$ cat config.mk
export PLATFORM = sky130hd
export DESIGN_NAME = smsort_cell
export DESIGN_NICKNAME = d
export VERILOG_FILES = /design/src/design/smsort_pkg.sv /design/src/design/smsort_cell.sv
export SDC_FILE = /design/constraint.sdc
export NUM_CORES = 1
export LEC_CHECK = 0
export BUFFER_PORTS_ARGS = -buffer_cell sky130_fd_sc_hd__buf_2
export CAP_MARGIN = 20
export CORE_MARGIN = 3
export CORE_UTILIZATION = 38
export CTS_CLUSTER_SIZE = 30
export DETAILED_ROUTE_END_ITERATION = 12
export GPL_TIMING_DRIVEN = 0
export HOLD_SLACK_MARGIN = 0.15
export PLACE_DENSITY = 0.86
export SETUP_SLACK_MARGIN = 0.4
export SLEW_MARGIN = 5
export SYNTH_ARGS = -nofsm -noshare
export SYNTH_HDL_FRONTEND = slang
export SYNTH_SLANG_ARGS = --single-unit
$ cat constraint.sdc
create_clock -name i_clk -period 3.15 [get_ports i_clk]
set_input_delay 0.315 -clock i_clk [delete_from_list [all_inputs] [get_ports i_clk]]
set_output_delay 0.315 -clock i_clk [all_outputs]
set_load 0.05 [all_outputs]
$ cat src/design/smsort_pkg.sv
// Shared constants, types and codes of the stable merge sort by key block.
package smsort_pkg;

    localparam int CAPACITY = 1024;
    localparam int KEY_BITS = 12;
    localparam int TAG_BITS = 10;
    localparam int CNT_W    = $clog2(CAPACITY + 1);

    // Action codes of an input transaction
    localparam logic ACT_LOAD = 1'b0;
    localparam logic ACT_READ = 1'b1;

    // Status codes of a result transaction
    localparam logic [1:0] ST_RECORD = 2'd0;
    localparam logic [1:0] ST_EMPTY  = 2'd1;
    localparam logic [1:0] ST_TRUNC  = 2'd2;

    typedef logic [KEY_BITS-1:0] t_key;
    typedef logic [TAG_BITS-1:0] t_tag;
    typedef logic [CNT_W-1:0]    t_cnt;

    typedef struct packed {
        logic valid;
        t_key key;
        t_tag tag;
    } t_rec;

    typedef struct packed {
        logic insert;   // place the new record after all keys <= its key
        logic shift;    // move every record one cell toward the head
        logic clear;    // treat the row as empty before this insert
    } t_cmd;

endpackage

$ cat src/design/smsort_cell.sv
// One cell of the sorting row: holds one record, inserts or shifts with its neighbors.
module smsort_cell (
    input  logic             i_clk,
    input  logic             i_rst_n,
    input  smsort_pkg::t_cmd i_cmd,
    input  smsort_pkg::t_key i_new_key,
    input  smsort_pkg::t_tag i_new_tag,
    input  smsort_pkg::t_rec i_prev,
    input  logic             i_prev_le,
    input  smsort_pkg::t_rec i_next,
    output smsort_pkg::t_rec o_rec,
    output logic             o_le
);

    logic             r_valid;
    smsort_pkg::t_key r_key;
    smsort_pkg::t_tag r_tag;
    logic             n_valid;
    smsort_pkg::t_key n_key;
    smsort_pkg::t_tag n_tag;
    logic             w_valid;

    assign w_valid = r_valid & ~i_cmd.clear;
    assign o_rec   = '{valid: w_valid, key: r_key, tag: r_tag};
    // Equal keys count as "before": the new record lands after them (stable)
    assign o_le    = w_valid & (r_key <= i_new_key);

    always_comb begin
        n_valid = r_valid;
        n_key   = r_key;
        n_tag   = r_tag;
        if (i_cmd.insert) begin
            if (o_le) begin
                n_valid = w_valid;
            end else if (i_prev_le) begin
                n_valid = 1'b1;
                n_key   = i_new_key;
                n_tag   = i_new_tag;
            end else begin
                n_valid = i_prev.valid;
                n_key   = i_prev.key;
                n_tag   = i_prev.tag;
            end
        end else if (i_cmd.shift) begin
            n_valid = i_next.valid;
            n_key   = i_next.key;
            n_tag   = i_next.tag;
        end
    end

    always_ff @(posedge i_clk) begin
        if (!i_rst_n) begin
            r_valid <= 1'b0;
        end else begin
            r_valid <= n_valid;
        end
        r_key <= n_key;
        r_tag <= n_tag;
    end

endmodule

==> results of run 1 <==
==> worst paths after layout <==
kind / slack, ps / end / cells after the start / start
hold reg to reg: 660 / r_valid$_SDFFE_PN0P_ / 3 / r_valid$_SDFFE_PN0P_
setup reg to reg: 960 / r_key[4]$_DFFE_PP_ / 6 / r_key[11]$_DFFE_PP_
setup / recovery: 680 / o_le / 5 / r_key[11]$_DFFE_PP_
hold / removal: 350 / r_tag[2]$_DFFE_PP_ / 3 / i_next[2]
==> worst max-delay path, stage by stage, from the launching register on <==
cell      delay, ps
edfxtp_1        420
ha_1            350
nand4_1         180
nor4_2          520
or2_1           170
buf_2           260
==> per-layer routing <==
layer / track usage / up-vias / part of all wire
met3: 0.0203 / 5 / 0.052
met5: 0 / - / 0
li1: - / 745 / -
met1: 0.187 / 664 / 0.39
met4: 0.0511 / 0 / 0.013
met2: 0.317 / 49 / 0.54
==> cell type report <==
class,instances,area [sq um]
tap,48,60.1
buffer,9,57.6
inverter,15,58.8
multi-input combinational,105,756
sequential,23,681
fill,340,1610
clock inverter,1,5.00
timing repair buffer,96,503
clock buffer,3,41.3
==> placed cells by master (no fill, tap or decap) <==
cell type / n
clkbuf_1: 1
dfxtp_1: 1
o31a_1: 1
clkinv_2: 1
o21ai_1: 1
nand3_1: 3
ha_1: 12
buf_2: 99
o31ai_4: 1
a21oi_1: 25
nor2b_2: 1
buf_4: 3
edfxtp_1: 22
a21boi_0: 1
mux2i_1: 23
nor2_1: 23
nand2_1: 5
nor4_2: 1
clkbuf_8: 3
or3_1: 1
inv_4: 1
nand4b_1: 1
o2111ai_1: 1
inv_1: 14
or2_1: 1
nand4_1: 2
a21oi_2: 1
a221oi_2: 1
buf_16: 1
buf_6: 1
==> synthesized netlist by cell type, drive strengths merged <==
cell type   n  share of area
nor2       23          0.056
or3         1         0.0041
a221oi      1         0.0098
o31a        1         0.0057
clkbuf      1         0.0024
edfxtp     22           0.43
or2         1         0.0041
ha         12          0.098
nand4       2         0.0081
nand4b      1         0.0057
nand2       5          0.012
nor2b       1         0.0057
mux2i      23           0.15
buf         8          0.035
inv        15          0.038
nand3       3         0.0098
a21boi      1         0.0049
nor4        1         0.0081
o31ai       1         0.0049
o2111ai     1         0.0057
a21oi      26          0.087
o21ai       1         0.0032
dfxtp       1          0.013
==> cells by family after synthesis <==
| kind of cell | Yosys count | synth area share |
|---|---|---|
| adder cells (fa/ha/maj) | 12 | 0.0976 |
| AND/OR/NAND/NOR | 38 | 0.114 |
| flip-flops | 23 | 0.442 |
| multiplexers | 23 | 0.150 |
| AO/OA/AOI/OAI | 32 | 0.121 |
| buffers and inverters | 24 | 0.0756 |
==> registers in the layout, summed over array words and instances, names as in the netlist <==
register  cells
r_key        12
r_tag        10
r_valid       1
==> per-stage QoR <==
| step | hold slack, ps | instances | total power [mW] |
|---|---|---|---|
| final | 352 | 300 | 0.881 |
| after floorplan | 516 | 152 | 0.600 |
| after global placement | 607 | 295 | 0.690 |
| after CTS | 334 | 299 | 0.886 |
| after global routing | 357 | 300 | 0.928 |
| after detailed placement | 614 | 295 | 0.700 |
==> power by group <==
part / switching [mW] / leakage (nW) / internal [mW] / total, mW
clock: 0.0952 / 0.0255 / 0.0884 / 0.184
combinational: 0.204 / 0.857 / 0.111 / 0.315
sequential: 0.0107 / 0.223 / 0.372 / 0.382
total: 0.310 / 1.11 / 0.571 / 0.881
==> results_dict.tcl, run 1 <==
set metrics [dict create \
    route.detailed.drc 0 \
    grt_pass1_vias 1504 \
    leakage_nw 1.11 \
    postCtsSetupBuffers 0 \
    hold_viol_final 0 \
    dr_total_vias 1463 \
    ys.warnings.count 0 \
    power_density_nw_per_um2 407 \
    rows 22 \
    synthDistinctLibCells 27 \
    fin_crit_ps 2470 \
    cts.clk_slew.worst_paths_ps 90 \
    die_h_um 69.6 \
    cts_tree "yes" \
    crit_fanout 3 \
    worstSetupPathType "flop to output port" \
    dp_slack_ps 619 \
    synthesis.nets 238 \
    fmax_mhz 405 \
    dpl.hpwl_mm 3.25 \
    htreeDepth 1 \
    yosysSeqAreaShare 0.442 \
    detail-route-antenna-nets 0 \
    detail_route.first_pass.iterations 4 \
    timing.final.ws_setup_ps 680 \
    clkSinkCount 23 \
    slew_headroom 0.651 \
    wl_per_cell_um 13.4 \
    setup_tns_ps 0 \
    vdd_drop_max_mv 0.201 \
    tightest_slew_ps 523 \
    rsz0062_at_grt "no" \
    die_width_um 69.6 \
    cts_buffers 3 \
    worstPathRequired_ps 2830 \
    wirelength_mm 4.03 \
    grt_util_all_layers 0.165 \
    hold_path_class "input pin to flop" \
    utilization 0.573 \
    cap_violations 0 \
    arrival_ps 2150 \
    stdcell_area_sq_um 2160 \
    drtIter0Drc 26 \
    status "complete, no violations" \
    syn_to_final_growth_pct 40.5 \
    grt_first_pass_wirelength_mm 6.47 \
    clockRootBuffer "clkbuf_8" \
    fin_crit_sh 0.784 \
    place_congestion 0.768 \
    start_util 0.408 \
    ys_ff_latch 23 \
    grt_max_degree 23 \
    finalMaxSlewViolations 0 \
    synthCells 152 \
    viasPerCell 4.88 \
    antenna_found_initial 0 \
    post_dp_cell_area_sq_um 2090 \
    endpoint_kind "output port" \
    clockBufferDepth 2 \
    clock_latency_ps 270 \
    cp-start-kind "flop" \
    drive_gt1_frac 0.452 \
    num-nets-final 339 \
    grt_overflow_total 0 \
    io_buffers 95 \
    hold_buffers 0 \
    finalClockSkew_ps 8.17 \
    antenna_cells 0 \
    cts_resized 0 \
    avgSynthCellArea_sq_um 10.1 \
    finalSetupViolCount 0 \
    pin_count 98 \
    coreArea_sq_um 3770 \
    synth_area_sq_um 1540 \
    die_area_sq_um 4850 \
]
(Power assumes the default switching activity.)
==> run 2, diff against run 1 <==
Settings changed: ABC_AREA set to 1, CORE_UTILIZATION 38 to 43, PLACE_DENSITY 0.86 to 0.91.
Clock period 3.15 ns to 2.5 ns, I/O delays scaled along.
==> run 2 against run 1 <==
  * First-iteration DRC count rose to 3.1 times the previous value
  * Die area is 10% lower
  * Routed wire length rose by 15%
  * Register-to-register slack got worse by 550 ps
  * Sequential cell count unchanged
  * Final cell count grew 17%
  * Cell area up 9.7%
  * Power increased by 30%
  * Core utilization increased by 13 points
  * Critical path depth increased by 5
  * Critical path type unchanged
  * Critical endpoint unchanged
  * Highest routed layer unchanged
==> results_dict.tcl, run 2 <==
set metrics [dict create \
    status "complete, no violations" \
    cp-start-kind "flop" \
    detail_route.first_pass.iterations 4 \
    timing.final.ws_setup_ps 377 \
    netlist_top_cells_count "nand2_1, o21ai_0, nor2_1" \
    synthCells 194 \
    power_density_nw_per_um2 482 \
    dpl.hpwl_mm 3.44 \
    num-nets-final 393 \
    synthesis.nets 280 \
    vdd_drop_max_mv 0.288 \
    ys.warnings.count 0 \
    synth_xor_area_frac 0 \
    hold_path_class "input pin to flop" \
    antenna_found_initial 0 \
    finalClockSkew_ps 4.82 \
    clockRootBuffer "clkbuf_4" \
    synth_top_family_by_area "simple AND/OR/NAND/NOR gates" \
    grt_first_pass_wirelength_mm 7.15 \
    async_flop_share 0 \
    start_util 0.456 \
    viasPerCell 4.84 \
    drive_gt1_frac 0.454 \
    rsz0062_at_grt "yes" \
    avgSynthCellArea_sq_um 7.97 \
    holdPathStages 3 \
    crit_fanout 3 \
    slew_headroom 0.642 \
    place_congestion 0.774 \
    grt_util_all_layers 0.212 \
    antenna_cells 0 \
    hold_viol_final 0 \
    worstSetupPathType "flop to output port" \
    yosysMostFrequentCell "nand2_1" \
    clock_latency_ps 320 \
    critPathTopFamily "simple AND/OR/NAND/NOR gates" \
    r2r_slack_ps 410 \
    dp_slack_ps 134 \
    finalSetupViolCount 0 \
    r2r-end "r_tag[9]$_DFFE_PP_" \
    route.detailed.drc 0 \
    stdcell_count 352 \
    post_dp_cell_area_sq_um 2100 \
    finalMaxSlewViolations 0 \
    wl_per_cell_um 13.2 \
    synthDistinctLibCells 21 \
    drtIter0Drc 80 \
    die_width_um 65.9 \
    final_common_cell "buf_2" \
    clockBufferDepth 2 \
    clkSinkCount 23 \
    leakage_nw 1.21 \
    synth-compound-area-share 0.168 \
    cts.clk_slew.worst_paths_ps 140 \
    arrival_ps 1870 \
    ys.flop_type "edfxtp_1" \
    io_buffers 97 \
    ys_ff_latch 23 \
    synth_area_sq_um 1550 \
    r2r_cells 13 \
    detail-route-antenna-nets 0 \
    coreArea_sq_um 3390 \
    fin_crit_sh 0.849 \
    syn_to_final_growth_pct 53.4 \
    grt_max_degree 14 \
    fmax_mhz 471 \
    pin_count 98 \
    endpoint_kind "output port" \
    fin_crit_ps 2120 \
    synth_top_area_share 0.428 \
    stdcell_area_sq_um 2370 \
    cts_tree "yes" \
    top_regs "r_key: 12 flops, r_tag: 10 flops, r_valid: 1 flops" \
    grt_overflow_total 0 \
    synth_adder_area_share 0.0972 \
    synthMuxAreaShare 0 \
    grt_pass1_vias 1689 \
    timing.hold.ws_ps 208 \
    largest_reg_flops 12 \
    synth_edf_count 22 \
    cap_violations 0 \
    die_h_um 65.9 \
    yosys.area_share.simple 0.206 \
    worstPathRequired_ps 2250 \
    cts_buffers 3 \
    dr_total_vias 1704 \
    critPathBufInv 3 \
    wirelength_mm 4.64 \
    layout_common_cells "buf_2, o21ai_0, nand2_1" \
    finalPower_mw 1.14 \
    path_cells "ha_4 > nand2_2 > inv_2 > nand2_4 > nor2_4 > nand4_1 > nand2_2 > nand2_4 > inv_6 > buf_8" \
    dp.cells 337 \
    die_area_sq_um 4350 \
    r2r-start "r_key[11]$_DFFE_PP_" \
    synth_area_leaders "edfxtp_1, o21ai_0, nand2_1" \
    largest-register "r_key" \
    cp_slowest_cell "edfxtp_1" \
    min_to "r_tag[1]$_DFFE_PP_" \
    synth.largest_area_cell "edfxtp_1" \
    crit_path_max_incr_delay_ps 460 \
    tightest_slew_ps 537 \
    yosysSeqAreaShare 0.440 \
    rows 21 \
    htreeDepth 1 \
    hp-start "i_next[1]" \
    cp-startpoint "r_key[11]$_DFFE_PP_" \
]
run 2: cells by family (layout without fill, tap and decap cells):
logic type	after synthesis	count (layout)
AOI/OAI and AO/OA	50	51
buffers and inverters	34	145
DFF	23	23
and+or+nand+nor	75	75
adders and majority gates	12	12
run 2: final cells by class:
class	instances	area (sq um)
clock buffer	3	22.5
sequential	23	681
inverter	25	98.8
multi-input combinational	138	851
clock inverter	1	5.00
timing repair buffer	107	614
buffer	9	41.3
fill	271	1020
tap	46	57.6
run 2: per-layer routing:
layer	wire, um	share of wire	track usage
met3	442	0.095	0.0442
met1	1780	0.38	0.233
met4	10	0.0022	0.0406
met2	2410	0.52	0.413
met5	0	0	0
run 2: power breakdown:
group / total [mW] / internal [mW] / leakage (nW) / switching (mW)
Clock: 0.181 / 0.0598 / 0.0177 / 0.121
Combinational: 0.472 / 0.173 / 0.953 / 0.299
Sequential: 0.490 / 0.471 / 0.234 / 0.0196
run 2: per-stage QoR:
| stage | utilization | setup TNS (ps) |
|---|---|---|
| after floorplan | - | -1880 |
| after global placement | 0.618 | 0 |
| after detailed placement | 0.618 | 0 |
| after CTS | 0.675 | 0 |
| after global routing | 0.700 | 0 |
| final | 0.700 | 0 |
run 2: worst max path at each step:
stage	cells past startpoint	end
after floorplan	11	r_key[0]$_DFFE_PP_
after global placement	11	r_key[8]$_DFFE_PP_
after detailed placement	11	r_tag[4]$_DFFE_PP_
after CTS	11	o_le
after global routing	10	o_le
final	10	o_le
run 2: worst min-delay path: stages:
cell and delay [ps]:
buf_2 70, nand2_1 40, o21ai_0 60
run 2: repair_timing:
item	in CTS	in global routing
hold buffers	1	0
endpoints found under the setup margin	23	21
resized for setup	17	8
hold endpoints to repair	1	0
buffers inserted	6	3
cloned	1	0
pin swaps	8	11
==> run 3, diff against run 2 <==
Settings changed: ABC_AREA 1 to 0, CORE_UTILIZATION 43 to 38, PLACE_DENSITY 0.91 to 0.86.
Clock period 2.5 ns to 1.8 ns, I/O delays scaled along.
==> run 3 against run 2 <==
  * The run now ends with negative setup slack left
  * Clock power rose by 72%
  * Sequential power rose by 38%
  * Clock-buffer cell count rose by 1
  * Critical path type unchanged
==> results_dict.tcl, run 3 (synthesis results as in run 1) <==
set metrics [dict create \
    tightest_slew_ps 520 \
    p_switching_uw 560 \
    min_to "r_valid$_SDFFE_PN0P_" \
    cp-start-kind "flop" \
    drive_gt1_frac 0.513 \
    clockRootBuffer "clkbuf_8" \
    wirelength_mm 4.26 \
    io_buffers 95 \
    clkSinkCount 23 \
    hold_viol_final 0 \
    grt_util_all_layers 0.179 \
    coreArea_sq_um 3770 \
    hold_path_class "input pin to flop" \
    setup_tns_ps -5210 \
    r2r-end "r_key[4]$_DFFE_PP_" \
    violations "negative setup slack" \
    grt_pass1_vias 1549 \
    clkPwrFrac 0.193 \
    clockBufferDepth 2 \
    switching_share 0.346 \
    slew_headroom 0.653 \
    r2r-start "r_key[6]$_DFFE_PP_" \
    timing.hold.ws_ps 216 \
    holdPathStages 3 \
    dp_slack_ps -644 \
    stdcell_count 311 \
    place_congestion 0.810 \
    power_density_nw_per_um2 671 \
    hp-start "i_prev[22]" \
    p_comb_frac 0.388 \
    wl_per_cell_um 13.7 \
    grt_max_degree 13 \
    r2r_slack_ps -280 \
    finalSetupViolCount 23 \
    worstPathRequired_ps 1620 \
    drtIter0Drc 80 \
    die_h_um 69.6 \
    cap_violations 0 \
    p_int_mw 1.06 \
    syn_to_final_growth_pct 56.8 \
    utilization 0.640 \
    route.detailed.drc 0 \
    start_util 0.408 \
    cts_tree "yes" \
    pin_count 98 \
    top_regs "r_key: 12 flops, r_tag: 10 flops, r_valid: 1 flops" \
    antenna_found_initial 0 \
    finalClockSkew_ps 3.94 \
    fmax_mhz 478 \
    hold_buffers 0 \
    largest_reg_flops 12 \
    finalMaxSlewViolations 0 \
    dpl.hpwl_mm 3.36 \
    status "finished, violations left" \
    leakage_nw 1.18 \
    viasPerCell 4.87 \
    num-nets-final 350 \
    detail-route-antenna-nets 0 \
    timing.final.ws_setup_ps -292 \
    r2r_cells 7 \
    largest-register "r_key" \
    endpoint_kind "output port" \
    arrival_ps 1910 \
    dp.cells 295 \
    cts.clk_slew.worst_paths_ps 80 \
    rows 22 \
    vdd_drop_max_mv 0.547 \
    fin_crit_ps 2090 \
    grt_first_pass_wirelength_mm 7.03 \
    p_seq_frac 0.419 \
    htreeDepth 1 \
    cts_buffers 3 \
    clock_latency_ps 260 \
    rsz0062_at_grt "yes" \
    die_area_sq_um 4850 \
    dr_total_vias 1516 \
    worstSetupPathType "flop to output port" \
    die_width_um 69.6 \
    crit_fanout 2 \
    final_common_cell "buf_2" \
    detail_route.first_pass.iterations 4 \
    antenna_cells 0 \
    fin_crit_sh 1.16 \
    grt_overflow_total 0 \
    layout_common_cells "buf_2, a21oi_1, mux2i_1" \
]
## run 3: cell types whose count changed in the layout (fill, tap and decap cells not counted), sizes merged, moves of 3 or more
cell	change
buf	+3
a21oi	+20
mux2i	+23
inv	-10
nand2	-37
nor2	-6
o21ai	-43
## run 3: what timing repair did
action	4_1_cts	5_1_grt
setup endpoints to repair	24	25
gates cloned	1	1
pin swaps	7	4
gates resized for setup	15	3
buffers inserted	10	0
## run 3: final cells by class
class | count | area [sq um]
Tap cell | 48 | 60.1
Fill cell | 316 | 1360
Sequential cell | 23 | 681
Timing Repair Buffer | 106 | 604
Inverter | 15 | 58.8
Multi-Input combinational cell | 106 | 907
Buffer | 9 | 57.6
Clock buffer | 4 | 45.0
## run 3: critical path, cell delays in order, from the launching register on
cell and delay, ps:
edfxtp_1 440, ha_4 300, nand4_1 140, buf_4 180, nor4_4 280, or2_1 160
buf_6 160
## run 3: metal layers
metal	routed length, um	share of wire	up-vias	track usage
li1	-	-	769	-
met4	27	0.0063	0	0.0426
met1	1650	0.39	697	0.209
met3	208	0.049	2	0.0362
met5	0	0	-	0
met2	2380	0.56	48	0.333
## run 3: worst max path at each step
stage / startpoint / to / slack, ps / depth (start not counted)
after detailed placement: r_key[11]$_DFFE_PP_ / r_tag[6]$_DFFE_PP_ / -640 / 5
final: r_key[6]$_DFFE_PP_ / o_le / -290 / 6
after global placement: r_key[9]$_DFFE_PP_ / r_key[9]$_DFFE_PP_ / -650 / 5
after global routing: r_key[6]$_DFFE_PP_ / o_le / -400 / 6
after CTS: r_key[6]$_DFFE_PP_ / o_le / -280 / 6
after floorplan: r_key[9]$_DFFE_PP_ / r_key[0]$_DFFE_PP_ / -610 / 5
## run 3: power groups by stage
stage	logic, mW	clock network, mW	registers [mW]
after detailed placement	0.547	0	0.687
after floorplan	0.204	0	0.854
after CTS	0.613	0.328	0.676
final	0.628	0.312	0.678
after global routing	0.684	0.360	0.684
after global placement	0.535	0	0.682
## run 3: stage by stage
step / cell area [sq um] / power, mW
after CTS: 2360 / 1.62
after detailed placement: 2110 / 1.23
after global placement: 2110 / 1.22
after global routing: 2410 / 1.73
after floorplan: 1580 / 1.06
final: 2410 / 1.62
